File: src/rtl/mkbt_pkg.sv
// ----------------------------------------------------------------------------
// mkbt_pkg
// shared types, codes and constants of the masked key binding match table
// ----------------------------------------------------------------------------
package mkbt_pkg;

  localparam int ENTRIES     = 64;
  localparam int SHIFT_BIT   = 0;
  localparam int CONTROL_BIT = 1;
  localparam int ALT_BIT     = 2;
  localparam int ANYMOD_BIT  = 8;
  localparam int SEND_CODE   = 0;

  localparam int IDX_W = (ENTRIES > 1) ? $clog2(ENTRIES) : 1;

  localparam logic [15:0] SHIFT_M  = 16'(1) << SHIFT_BIT;
  localparam logic [15:0] CONTROL_M = 16'(1) << CONTROL_BIT;
  localparam logic [15:0] ALT_M    = 16'(1) << ALT_BIT;
  localparam logic [15:0] ANYMOD_M = 16'(1) << ANYMOD_BIT;
  localparam logic [15:0] ALL_CARE = 16'hffff;

  localparam logic [4:0] SEND_CMD  = 5'(SEND_CODE);
  localparam logic [7:0] LEN_LIMIT = 8'd16;
  localparam logic [5:0] CHAR_ONE  = 6'h31;

  // item operation codes
  localparam logic OP_LOOKUP = 1'b0;
  localparam logic OP_INSERT = 1'b1;

  // result status codes
  localparam logic [1:0] ST_OK       = 2'd0;
  localparam logic [1:0] ST_NOTFOUND = 2'd1;
  localparam logic [1:0] ST_CONFLICT = 2'd2;
  localparam logic [1:0] ST_FULL     = 2'd3;

  typedef logic [IDX_W-1:0] idx_t;

  // query broadcast to every cell while an item is in flight
  typedef struct packed {
    logic        ins;
    logic [15:0] key;
    logic [15:0] mbits;
    logic [15:0] mask;
    logic [4:0]  cmd;
    logic [7:0]  len;
    logic [15:0] lref;
  } query_t;

  // token handed from cell to cell, carrying the answer so far
  typedef struct packed {
    logic        act;
    logic        hit;
    logic        placed;
    idx_t        idx;
    logic [4:0]  cmd;
    logic [7:0]  len;
    logic [15:0] lref;
    logic        meta;
    logic        subst;
  } tok_t;

endpackage

File: src/rtl/mkbt_cell.sv
// ----------------------------------------------------------------------------
// mkbt_cell
// one table entry: ternary compare against the query, first-hit capture,
// and fill of the first free slot on insert
// ----------------------------------------------------------------------------
module mkbt_cell
  import mkbt_pkg::*;
(
  input  logic   clk,
  input  logic   rst_n,
  input  idx_t   cell_idx,
  input  query_t query,
  input  tok_t   tok_in,
  output tok_t   tok_out
);

  logic        valid_r;
  logic [15:0] key_r;
  logic [15:0] mbits_r;
  logic [15:0] mask_r;
  logic [4:0]  cmd_r;
  logic [7:0]  len_r;
  logic [15:0] lref_r;
  logic        act_r;
  tok_t        tok_r;
  tok_t        tok_nxt;

  logic        match;
  logic        take;
  logic        wr;
  logic [15:0] req_set;

  assign match = valid_r && (key_r == query.key) &&
                 (((mbits_r ^ query.mbits) & mask_r & query.mask) == 16'h0000);
  assign take  = tok_in.act && !tok_in.hit && match;
  // entries fill in order, so the first invalid cell reached is the free slot
  assign wr    = tok_in.act && (query.ins == OP_INSERT) && !tok_in.hit &&
                 !tok_in.placed && !valid_r;
  assign req_set = mask_r & mbits_r;

  always_comb begin
    tok_nxt = tok_in;
    if (take) begin
      tok_nxt.hit  = 1'b1;
      tok_nxt.idx  = cell_idx;
      tok_nxt.lref = lref_r;
      if (query.ins == OP_LOOKUP) begin
        tok_nxt.cmd   = cmd_r;
        tok_nxt.len   = len_r;
        tok_nxt.meta  = ((req_set & (ALT_M | ANYMOD_M)) != 16'h0000);
        tok_nxt.subst = (cmd_r == SEND_CMD) && ((req_set & ANYMOD_M) != 16'h0000) &&
                        (len_r < LEN_LIMIT);
      end
    end else if (wr) begin
      tok_nxt.placed = 1'b1;
      tok_nxt.idx    = cell_idx;
    end
  end

  always_ff @(posedge clk) begin
    if (!rst_n) begin
      valid_r <= 1'b0;
      act_r   <= 1'b0;
    end else begin
      if (wr) begin
        valid_r <= 1'b1;
      end
      act_r <= tok_nxt.act;
    end
  end

  always_ff @(posedge clk) begin
    if (wr) begin
      key_r   <= query.key;
      mbits_r <= query.mbits;
      mask_r  <= query.mask;
      cmd_r   <= query.cmd;
      len_r   <= query.len;
      lref_r  <= query.lref;
    end
    tok_r <= tok_nxt;
  end

  // active flag comes from the reset flop, the answer from the plain ones
  always_comb begin
    tok_out     = tok_r;
    tok_out.act = act_r;
  end

endmodule

File: config.mk
export PLATFORM = sky130hd
export DESIGN_NAME = mkbt_cell
export DESIGN_NICKNAME = d
export VERILOG_FILES = /design/src/rtl/mkbt_pkg.sv /design/src/rtl/mkbt_cell.sv
export SDC_FILE = /design/constraint.sdc
export NUM_CORES = 1
export LEC_CHECK = 0
export BUFFER_PORTS_ARGS = -buffer_cell sky130_fd_sc_hd__buf_2
export CAP_MARGIN = 5
export CELL_PAD_IN_SITES_DETAIL_PLACEMENT = 1
export CELL_PAD_IN_SITES_GLOBAL_PLACEMENT = 2
export CORE_AREA = 5 5 126 128
export CTS_BUF_LIST = sky130_fd_sc_hd__clkbuf_4 sky130_fd_sc_hd__clkbuf_8
export CTS_CLUSTER_DIAMETER = 80
export DETAILED_ROUTE_END_ITERATION = 12
export DIE_AREA = 0 0 131 133
export GPL_ROUTABILITY_DRIVEN = 0
export PLACE_DENSITY = 0.73
export SLEW_MARGIN = 40
export SYNTH_ARGS = -nofsm -noshare
export SYNTH_HDL_FRONTEND = slang
export SYNTH_SLANG_ARGS = --single-unit
File: constraint.sdc
create_clock -name clk -period 3.9 [get_ports clk]
set_clock_uncertainty 0.2 [all_clocks]
set_input_delay 0.39 -clock clk [delete_from_list [all_inputs] [get_ports clk]]
set_output_delay 0.39 -clock clk [all_outputs]
set_load 0.01 [all_outputs]
; Word-level counts from Yosys, hierarchy flattened
; Index checks and enable logic that the tools add are counted.
[totals]
register_bits = 118
in_bits = 126
out_inout_bits = 40
[classes]
order_cmp = 1
eq_ne = 1
mux = 6
n_bitwise = 4
n_reduce_logical = 16
[op_table]
columns = operator, count
row1 = $and A16 B16 Y16, 2
row2 = $mux W31, 1
row3 = $eq A16 B16 Y1, 1
row4 = $logic_not A16 Y1, 1
row5 = $reduce_bool A16 Y1, 1
row6 = $xor A16 B16 Y16, 1
row7 = $mux W13, 1
row8 = $logic_and A1 B1 Y1, 10
row9 = $and A9 B9 Y9, 1
row10 = $lt A8 B5 Y1 const B, 1
row11 = $mux W7, 1
row12 = $mux W6, 1
row13 = $logic_not A5 Y1, 1
row14 = $logic_not A1 Y1, 3
row15 = $mux W2, 1
row16 = $mux W1, 1

; Logic depth before layout (Yosys ltp)
; Gate-level depths: netlist of the first run.
[depth]
word_depth = 7
mapped_depth = 6

; Worst setup path before layout of the first run
; Ideal clock, no wire load.
[synth_path]
kind = input to register
start = in tok_in[39] (netlist bit)
end = reg tok_r, in the netlist tok_out[31]
setup_ns = 0.126
t_arrival_ns = 3.553
t_required_ns = 3.574
path_slack_ns = 0.021
cell_stages = 5
path_buffers = 1
cell_sequence = nor2b_1 > and3_1 > clkbuf_1 > nor2b_1 > a221o_1
[synth_rtl]
columns = element, line_no
row1 = start: declaration, mkbt_cell.sv:13  ; input tok_t tok_in,
row2 = end signal: assignment, mkbt_cell.sv:81  ; tok_r <= tok_nxt;
row3 = end: declaration, mkbt_cell.sv:25  ; tok_t tok_r;

==> impl_metrics.toml, run 1 <==
[outcome]
status = "complete, no violations"

[grt]
grt_pass1_vias = 3667
grt_max_degree = 57
antenna_found_initial = 0
grt_first_pass_wirelength_um = 18700
grt_use_total_pct = 14.3
grt_overflow = 0

[cts]
cts_buffers = 17
post_cts_buffers = 0
clk_pin_slew_ns = 0.07
root_buffer = "clkbuf_8"
cts_max_level = 4
cts_tree = "built"
cts_buffer_depth = 2
insertion_delay_ns = 0.42
cts.sink_count = 118

[synthesis]
yosysUniqueCellTypes = 32
syn_inst = 256
synth-seq-cells = 118
synth_area_um2 = 4290
ys_seq_area_share_pct = 73.0
synth-warning-count = 0
postSynthAreaPerCell_um2 = 16.8
synth_nets = 382

[pwr]
p_total_mw = 2.68
p_leak_nw = 2.78
seq_power_share_pct = 51.5
vdd_drop_max_uv = 206
intPower_mw = 2.11
switchingPower_mw = 0.573
comb_power_share_pct = 10.6
p_clk_share_pct = 37.9
power.density_nw_per_um2 = 389
p_sw_share_pct = 21.4

[floorplanning]
core_area_um2 = 14800
initial_core_util_pct = 29.1
pin_count = 166
placement_rows = 45
fp.dieH_um = 133
die_w_um = 131
dieArea_um2 = 17400

[routing]
first_pass_iters = 4
via_count = 3251
vias_per_cell = 4.28
ant_nets = 0
route.detailed.drc = 0
wl_um = 12300
wl_per_cell_um = 16.2
drt_iter0_drc = 99

[timing]
worstMarginPinSlew_ns = 0.727
finalMaxSlewViolations = 0
slew-limit-headroom_pct = 51.5
min_period_ns = 3.10
setup_viol_count_final = 0
timing.fmax_ghz = 0.322
period_share_pct = 79.6
finalHoldViolations = 0
tns_ns = 0
rsz0062_at_grt = "false"
setup_slack_ns = 0.797

[setup_path]
critPathCaptureType = "flip-flop"
start_kind = "input pin"
path_max_fanout = 15
path_cells = "dlygate4sd3_1 > buf_2 > nor2b_1 > o2111ai_1 > nor4_4 > nand4_1 > buf_4 > mux2_1"
worst-path-stages = 8
crit_type = "input pin to flip-flop"
required_ns = 4.01
slowest_delay_ns = 0.57
cpMaxStageDelayCell = "nor4_4"
worst-path-buf-inv = 3
r2r_cells = 6
crit_family = "simple AND/OR/NAND/NOR gates"
worstPathArrival_ns = 3.21

[cells_and_area]
antenna_cells = 0
nFillCells = 1562
final_util_pct = 46.8
multi_input_area_um2 = 1130
area_growth_pct = 60.8
area.sequential_um2 = 3130
drive_above_1_share_pct = 37.8
fin_nets = 684

[placement]
hpwlAfterDp_um = 8040
place_ws_ns = 0.854
portBuffers = 165

[flow_run]
max_cap_violations = 0

[worst_hold_path]
worstHoldPathCells = 3
min_path_type = "input pin to flip-flop"
[cell usage in the layout, fill, tap and decap left out, types with 2 or more instances in the layout]
cell           synthesis  routed
buf_2                  2     165
nor4_4                 2       2
nor4_1                 2       2
and2_1                 9       9
and4_1                 6       6
clkinv_2               0       4
o22ai_1                6       6
nor2b_1                7       7
nand4_1                5       5
xor2_1                 3       3
nand2_1               13      13
a221o_1                6       6
dfxtp_1               41      41
dlygate4sd3_1          0     118
mux2_2                 8       8
edfxtp_1              77      77
xnor2_1               29      29
buf_4                  1       5
clkbuf_4               0       9
mux2_1                23      23
nor2_1                 2       2
clkbuf_8               0      17
[path summary, 6_finish.rpt]
| path | start | end | slack [ns] |
|---|---|---|---|
| min reg2reg | lref_r[3] | tok_out[5] | 0.25 |
| max reg2reg | key_r[6] | tok_out[10] | 1.07 |
| min | tok_in[36] | tok_out[36] | 0.13 |
| max | tok_in[39] | tok_out[10] | 0.80 |
[worst min-delay path, cell delays in order]
cell and delay (ns):
buf_2 0.07, nor2b_1 0.13, a221o_1 0.14
[cells in the mapped netlist (all sizes together)]
master | instances | area share, %
a221o | 6 | 1.4
a222oi | 1 | 0.23
a22o | 1 | 0.20
and2 | 10 | 1.5
and2b | 1 | 0.17
and3 | 1 | 0.15
and4 | 6 | 1.2
buf | 4 | 0.67
clkbuf | 1 | 0.087
dfxtp | 41 | 19
edfxtp | 77 | 54
mux2 | 31 | 8.1
nand2 | 13 | 1.1
nand2b | 1 | 0.15
nand3 | 1 | 0.12
nand4 | 6 | 1.2
nor2 | 2 | 0.17
nor2b | 7 | 1.0
nor3 | 1 | 0.23
nor4 | 4 | 1.3
o2111ai | 1 | 0.20
o21a | 1 | 0.17
o22ai | 6 | 0.87
or2 | 1 | 0.15
xnor2 | 29 | 5.9
xor2 | 3 | 0.61
[layer usage]
layer  wire length (µm)  vias to the layer above  track usage [%]  part of all wire, %
li1                   -                     1564                -                    -
met1               4810                     1548             15.9                   39
met2               6310                      125             24.3                   51
met3               1040                       14             5.89                  8.4
met4                167                        0             5.26                  1.4
met5                  0                        -                0                    0
[timing repair]
action | 4_1_cts | 5_1_grt
endpoints found under the hold margin | 118 | 0
resized for setup | 0 | 0
hold buffers | 118 | 0
[flip-flops by register name, indices dropped and copies added, names as in the netlist]
signal   count
len_r        8
tok_out     39
lref_r      16
act_r        1
mask_r      16
key_r       16
mbits_r     16
cmd_r        5
valid_r      1
[area by class of cell]
cell class | count | area share, %
clock buffers | 26 | 4.37
repair buffers | 288 | 29.6
well taps | 188 | 3.41
flip-flops and latches | 118 | 45.4
clock inverters | 6 | 0.834
multi-input cells | 133 | 16.4
[stage by stage]
step / hold slack (ns) / instances / area [µm²]
3_3_place_gp: 0.230 / 609 / 5360
3_5_place_dp: 0.237 / 609 / 5360
2_1_floorplan: 0.225 / 256 / 4290
6_report: 0.133 / 759 / 6900
5_1_grt: 0.108 / 759 / 6900
4_1_cts: 0.0867 / 759 / 6900
[power by group through the flow]
stage	clock [mW]	sequential [mW]	combinational, mW
after detailed placement	0	1.41	0.191
after global placement	0	1.41	0.186
final	1.02	1.38	0.285
after global routing	1.12	1.38	0.312
after floorplan	0	1.42	0.0629
after CTS	1.06	1.38	0.285
[cell families (layout without fill, tap and decap cells)]
logic type                Yosys count  after routing  share of synthesized area, %
buffers and inverters               5            320                         0.758
muxes                              31             31                          8.13
xor gates and xnor gates           32             32                          6.53
DFF                               118            118                          73.0
AOI/OAI and AO/OA                  16             16                          3.09
and+or+nand+nor                    54             54                          8.48
No activity file was read; power rests on OpenSTA's default activity.
==> inputs of run 2 (changes only) <==
--- a/config.mk
+++ b/config.mk
@@ -5,15 +5,16 @@
 export SDC_FILE = /design/constraint.sdc
 export NUM_CORES = 1
 export LEC_CHECK = 0
+export ABC_AREA = 1
 export BUFFER_PORTS_ARGS = -buffer_cell sky130_fd_sc_hd__buf_2
 export CAP_MARGIN = 5
 export CELL_PAD_IN_SITES_DETAIL_PLACEMENT = 1
 export CELL_PAD_IN_SITES_GLOBAL_PLACEMENT = 2
-export CORE_AREA = 5 5 126 128
+export CORE_AREA = 5 5 144 146
 export CTS_BUF_LIST = sky130_fd_sc_hd__clkbuf_4 sky130_fd_sc_hd__clkbuf_8
 export CTS_CLUSTER_DIAMETER = 80
 export DETAILED_ROUTE_END_ITERATION = 12
-export DIE_AREA = 0 0 131 133
+export DIE_AREA = 0 0 149 151
 export GPL_ROUTABILITY_DRIVEN = 0
 export PLACE_DENSITY = 0.73
 export SLEW_MARGIN = 40
==> constraint.sdc (replaced) <==
create_clock -name clk -period 2.84 [get_ports clk]
set_clock_uncertainty 0.2 [all_clocks]
set_input_delay 0.284 -clock clk [delete_from_list [all_inputs] [get_ports clk]]
set_output_delay 0.284 -clock clk [all_outputs]
set_load 0.01 [all_outputs]
==> run 2 against run 1 <==
Compared with the run above:
- first-iteration DRC count is 48% higher
- sequential share of layout area is 5.3 points lower
- clock power is 47% higher
- register-to-register slack worse by 0.40 ns
- design area is 13% higher
- worst hold slack worse by 0.084 ns
- power is 44% higher
- final cell count is 52% higher
- synthesized cell count is 120% higher
- critical endpoint is now tok_out[4]
- largest cell class unchanged
- largest power group unchanged
==> impl_metrics.toml, run 2 <==
[outcome]
status = "complete, no violations"

[synthesis]
synth_nets = 701
synth-warning-count = 0
syn_inst = 575
yosysTopAreaCell = "edfxtp_1"
postSynthAreaPerCell_um2 = 8.85
synth_top_cell_area_share_pct = 45.4
ys_top_cells_by_count = "209 x nand2_1, 110 x inv_1, 77 x edfxtp_1"
synth-edff-count = 77
synth-seq-cells = 118
ys_seq_area_share_pct = 61.5
yosysUniqueCellTypes = 26
synth.most_common_cell = "nand2_1"
synth_area_leaders = "edfxtp_1 45%, dfxtp_1 16%, nand2_1 15%, inv_1 8.1%, nand3_1 4.4%"
synth-async-reset-ratio_pct = 0
synth_area_um2 = 5090
ys.flop_type = "edfxtp_1"

[placement]
placed_area_um2 = 6240
place_ws_ns = 0.425
portBuffers = 165
hpwlAfterDp_um = 11100

[floorplanning]
pin_count = 166
initial_core_util_pct = 26.4
die_w_um = 149
dieArea_um2 = 22500
core_area_um2 = 19300
placement_rows = 51
fp.dieH_um = 151

[routing]
m1WireLength_um = 6820
vias_per_cell = 4.13
top_layer_used = "met4"
via_count = 4755
wl_um = 16200
route.detailed.drc = 0
first_pass_iters = 4
wl_met3_um = 709
drt_iter0_drc = 147
wl_per_cell_um = 14.0
ant_nets = 0
dr_wl_met2_um = 8400

[timing]
finalHoldViolations = 0
whs_ns = 0.0491
setup_slack_ns = 0.422
slew-limit-headroom_pct = 50.1
timing.fmax_ghz = 0.414
finalMaxSlewViolations = 0
min_period_ns = 2.42
tns_ns = 0
period_share_pct = 85.1
setup_viol_count_final = 0
worstMarginPinSlew_ns = 0.746
rsz0062_at_grt = "false"

[pwr]
power.density_nw_per_um2 = 493
p_sw_share_pct = 24.6
seq_power_share_pct = 49.2
comb_power_share_pct = 11.8
vdd_drop_max_uv = 262
p_total_mw = 3.85
switchingPower_mw = 0.946
p_clk_share_pct = 39.0
intPower_mw = 2.91
p_leak_nw = 3.87

[grt]
grt_pass1_vias = 5227
antenna_found_initial = 0
grt_overflow = 0
grt_first_pass_wirelength_um = 25500
grt_max_degree = 46
grt_use_total_pct = 14.5

[setup_path]
crit_family = "simple AND/OR/NAND/NOR gates"
path_cells = "dlygate4sd3_1 > buf_2 > inv_1 > nand2_1 > nor2_1 > nand2_1 > nor2_1 > nand3_1 > nor2_4 > nand2_2 > nand2_1 > nand2_1"
worst-path-buf-inv = 3
cpMaxStageDelayCell = "dlygate4sd3_1"
critPathCaptureType = "flip-flop"
cpMostUsedCell = "nand2_1"
path_max_fanout = 38
start_kind = "input pin"
worstPathArrival_ns = 2.53
crit_type = "input pin to flip-flop"
slowest_delay_ns = 0.54
required_ns = 2.95

[cts]
insertion_delay_ns = 0.43
cts_resized = 0
clk_pin_slew_ns = 0.07
cts_tree = "built"
cts_buffers = 17
root_buffer = "clkbuf_8"
cts_max_level = 4
cts.sink_count = 118
cts_buffer_depth = 2

[cells_and_area]
final_common_cell = "nand2_1"
fin_nets = 998
final_cell_mix = "209 x nand2_1, 165 x buf_2, 119 x dlygate4sd3_1"
drive_above_1_share_pct = 23.6
finish.instance_area_um2 = 7810
largest_reg_flops = 39
area_growth_pct = 53.4

[flow_run]
max_cap_violations = 0

[worst_hold_path]
min_path_type = "input pin to flip-flop"
## run 2: cell types whose count changed in the layout (fill, tap and decap cells not counted), sizes merged, moves of 8 or more
cell,before,now
xnor2,29,2
and2,10,0
inv,0,111
mux2i,0,8
mux2,31,0
nand3,1,45
nand2,13,210
clkbuf,26,18
nor2,2,33
## run 2: logic make-up (layout without fill, tap and decap cells)
kind of cell              count (synthesis)  after routing  synth area share [%]
xor gates and xnor gates                  2              2                 0.344
muxes                                     8              8                  1.57
buffers and inverters                   124            434                  9.73
and+or+nand+nor                         309            309                  25.3
other                                     0              1                     0
DFF                                     118            118                  61.5
AOI/OAI and AO/OA                        14             14                  1.47
## run 2: layout make-up
class                           instances  area (µm²)
Fill cell                            2293       11500
Sequential cell                       118        3130
Timing Repair Buffer                  292        2090
Multi-Input combinational cell        333        1460
Inverter                              110         417
Tap cell                              265         332
Clock buffer                           18         241
Clock inverter                         14         134
Antenna cell                            1        2.50
## run 2: timing repair
item | CTS | global route
endpoints found under the hold margin | 118 | 0
endpoints found under the setup margin | 0 | 0
hold buffers | 119 | 0
setup buffers | 0 | 0
## run 2: power by group through the flow
stage	Sequential [mW]	Clock, mW	Combinational, mW
after floorplan	1.95	0	0.127
after global placement	1.93	0	0.315
after detailed placement	1.94	0	0.326
after CTS	1.90	1.57	0.456
after global routing	1.90	1.66	0.505
final	1.90	1.50	0.454
## run 2: through the flow
| stage | utilization (%) | cells |
|---|---|---|
| 2_1_floorplan | - | 575 |
| 3_3_place_gp | 32.4 | 999 |
| 3_5_place_dp | 32.4 | 999 |
| 4_1_cts | 40.5 | 1150 |
| 5_1_grt | 40.5 | 1150 |
| 6_report | 40.5 | 1151 |
## run 2: final timing paths
path	start	slack, ns	cells past startpoint	end
max	tok_in[38]	0.42	12	tok_out[4]
min	tok_in[32]	0.05	7	tok_out[32]
max reg2reg	mbits_r[13]	0.67	9	tok_out[4]
min reg2reg	lref_r[12]	0.27	2	tok_out[14]
## run 2: per-layer routing
metal	vias up	track usage [%]
met2	117	27.3
met5	-	0
met1	2244	16.0
met3	16	3.74
li1	2378	-
met4	0	4.44
## run 2: worst min-delay path, delay by kind of cell
family	cells	cell delay, ns
AOI/OAI and AO/OA	1	0.06
and+or+nand+nor	3	0.15
buffers and inverters	3	0.16
==> inputs of run 3 (changes only) <==
--- a/config.mk
+++ b/config.mk
@@ -6,15 +6,15 @@
 export NUM_CORES = 1
 export LEC_CHECK = 0
 export ABC_AREA = 1
-export BUFFER_PORTS_ARGS = -buffer_cell sky130_fd_sc_hd__buf_2
 export CAP_MARGIN = 5
 export CELL_PAD_IN_SITES_DETAIL_PLACEMENT = 1
 export CELL_PAD_IN_SITES_GLOBAL_PLACEMENT = 2
-export CORE_AREA = 5 5 144 146
+export CORE_AREA = 5 5 129 131
 export CTS_BUF_LIST = sky130_fd_sc_hd__clkbuf_4 sky130_fd_sc_hd__clkbuf_8
 export CTS_CLUSTER_DIAMETER = 80
 export DETAILED_ROUTE_END_ITERATION = 12
-export DIE_AREA = 0 0 149 151
+export DIE_AREA = 0 0 134 136
+export DONT_BUFFER_PORTS = 1
 export GPL_ROUTABILITY_DRIVEN = 0
 export PLACE_DENSITY = 0.73
 export SLEW_MARGIN = 40
==> run 3 against run 2 <==
Compared with the run above:
- final cell count fell by 19%
- critical path type unchanged
- register-to-register slack got worse by 0.38 ns
- global-route usage rose by 2.2 points
- critical path depth rose by 1
==> impl_metrics.toml, run 3 (synthesis gave the netlist of run 2 again) <==
[cells_and_area]
drive_above_1_share_pct = 5.69
nFillCells = 1768
final_util_pct = 45.9
largest_reg_flops = 39
final_cell_mix = "209 x nand2_1, 140 x dlygate4sd3_1, 109 x inv_1"
multi_input_area_um2 = 1470
final_common_cell = "nand2_1"
stdcell_count = 931
area.sequential_um2 = 3130
fin_nets = 851
area_growth_pct = 39.7

[routing]
via_count = 4232
wl_per_cell_um = 16.1
drt_iter0_drc = 120
vias_per_cell = 4.55
ant_nets = 0
wl_um = 15000
first_pass_iters = 4
route.detailed.drc = 0

[setup_path]
cpMostUsedCell = "nand2_1"
crit_family = "buffers and inverters"
path_cells = "dlygate4sd3_1 > inv_1 > nand2_1 > nor2_1 > nand2_1 > nor2_1 > nand3_1 > nor2_4 > nand2_4 > nand2_1 > nand2_1 > dlygate4sd3_1 > inv_1"
r2r_setup_slack_ns = 0.29
worst-path-buf-inv = 4
required_ns = 3.00
start_kind = "input pin"
critPathCaptureType = "flip-flop"
crit_type = "input pin to flip-flop"
worstPathArrival_ns = 2.77
r2r-start = "key_r[7]"
cpMaxStageDelayCell = "dlygate4sd3_1"
path_max_fanout = 38
worstReg2RegEnd = "tok_out[23]"
r2r_cells = 12
slowest_delay_ns = 0.57

[pwr]
p_total_mw = 3.81
power.density_nw_per_um2 = 535
p_leak_nw = 3.33
switchingPower_mw = 0.851
p_sw_share_pct = 22.3
intPower_mw = 2.96
vdd_drop_max_uv = 280
p_clk_share_pct = 41.1
seq_power_share_pct = 50.4
comb_power_share_pct = 8.5

[timing]
rsz0062_at_grt = "false"
worstMarginPinSlew_ns = 0.570
tns_ns = 0
timing.fmax_ghz = 0.383
finalMaxSlewViolations = 0
period_share_pct = 92.0
slew-limit-headroom_pct = 61.9
setup_viol_count_final = 0
finalHoldViolations = 0
min_period_ns = 2.61

[cts]
cts_buffers = 17
root_buffer = "clkbuf_8"
insertion_delay_ns = 0.42
cts.sink_count = 118
cts_resized = 0
cts_buffer_depth = 2
cts_tree = "built"
clk_pin_slew_ns = 0.07
cts_max_level = 4

[worst_hold_path]
worstHoldStart = "query[77]"
hold_end = "tok_out[37]"
min_path_type = "input pin to flip-flop"
worstHoldPathCells = 2

[floorplanning]
placement_rows = 46
die_w_um = 134
fp.dieH_um = 136
core_area_um2 = 15500
pin_count = 166
dieArea_um2 = 18200
initial_core_util_pct = 32.9

[grt]
grt_max_degree = 78
antenna_found_initial = 1
grt_pass1_vias = 4741
grt_first_pass_wirelength_um = 23600
met1_usage_pct = 18.0
globalRouteMet2Util_pct = 31.4
grtUsageMet3_pct = 5.40
grt_overflow = 0
busiest_layer = "met2"
grt_use_total_pct = 16.8

[placement]
dp.cells = 758
portBuffers = 0
hpwlAfterDp_um = 9300

[flow_run]
max_cap_violations = 0

[outcome]
status = "complete, no violations"
[run 3: changes by cell type in the layout (fill, tap and decap cells not counted), sizes merged]
cell,before,now
clkbuf,18,23
buf,173,5
clkinvlp,3,1
dlygate4sd3,119,140
clkinv,8,5
[run 3: layout make-up]
class / count / share of cell area [%]
antenna: 1 / 0.0352
clock buffer: 23 / 4.27
clock inverter: 9 / 1.37
inverter: 110 / 5.86
multi-input combinational: 333 / 20.6
sequential: 118 / 44.0
tap: 192 / 3.38
timing repair buffer: 145 / 20.4
[run 3: metrics by stage]
| stage | hold slack [ns] | setup WS [ns] | area (µm²) |
|---|---|---|---|
| after floorplan | 0.177 | 0.198 | 5090 |
| final | 0.228 | 0.228 | 7110 |
| after global placement | 0.183 | 0.615 | 5300 |
| after CTS | 0.194 | 0.0174 | 7110 |
| after global routing | 0.239 | 0.0222 | 7110 |
| after detailed placement | 0.183 | 0.602 | 5300 |
[run 3: per-layer routing]
layer	part of all wire (%)	wire length [µm]	vias up
met5	0	0	-
met1	40	6020	2006
met4	1.1	172	0
met2	53	7910	131
li1	-	-	2085
met3	6.1	919	10
[run 3: power by group through the flow]
stage | registers (mW) | clock network (mW) | logic (mW)
3_5_place_dp | 1.96 | 0 | 0.157
5_1_grt | 1.92 | 1.72 | 0.360
4_1_cts | 1.92 | 1.62 | 0.320
6_report | 1.92 | 1.56 | 0.324
3_3_place_gp | 1.96 | 0 | 0.150
2_1_floorplan | 1.95 | 0 | 0.127
[run 3: worst max path at each step]
stage                        to  cells past startpoint         from  slack [ns]
CTS                 tok_out[29]                     13   tok_in[38]        0.02
global placement    mbits_r[11]                      6   tok_in[38]        0.62
finish              tok_out[23]                     13   tok_in[38]        0.23
floorplan              cmd_r[0]                      6   tok_in[38]        0.20
global route        tok_out[22]                     13   tok_in[38]        0.02
detailed placement  tok_out[29]                     10  mbits_r[14]        0.60
[run 3: timing repair]
| item | in CTS | in global routing |
|---|---|---|
| hold endpoints to repair | 118 | 0 |
| buffers inserted | 0 | 0 |
| hold buffers | 140 | 0 |
[run 3: worst reg2reg max path, cell delays in order, from the launching register on]
cell and delay (ns):
edfxtp_1 0.41, inv_1 0.10, nand2_1 0.06, nand2_1 0.05
nand2_1 0.05, nor2_1 0.15, nand3_1 0.14, nor2_4 0.16
nand2_4 0.28, nand2_1 0.17, nand2_1 0.06, dlygate4sd3_1 0.57
inv_1 0.08
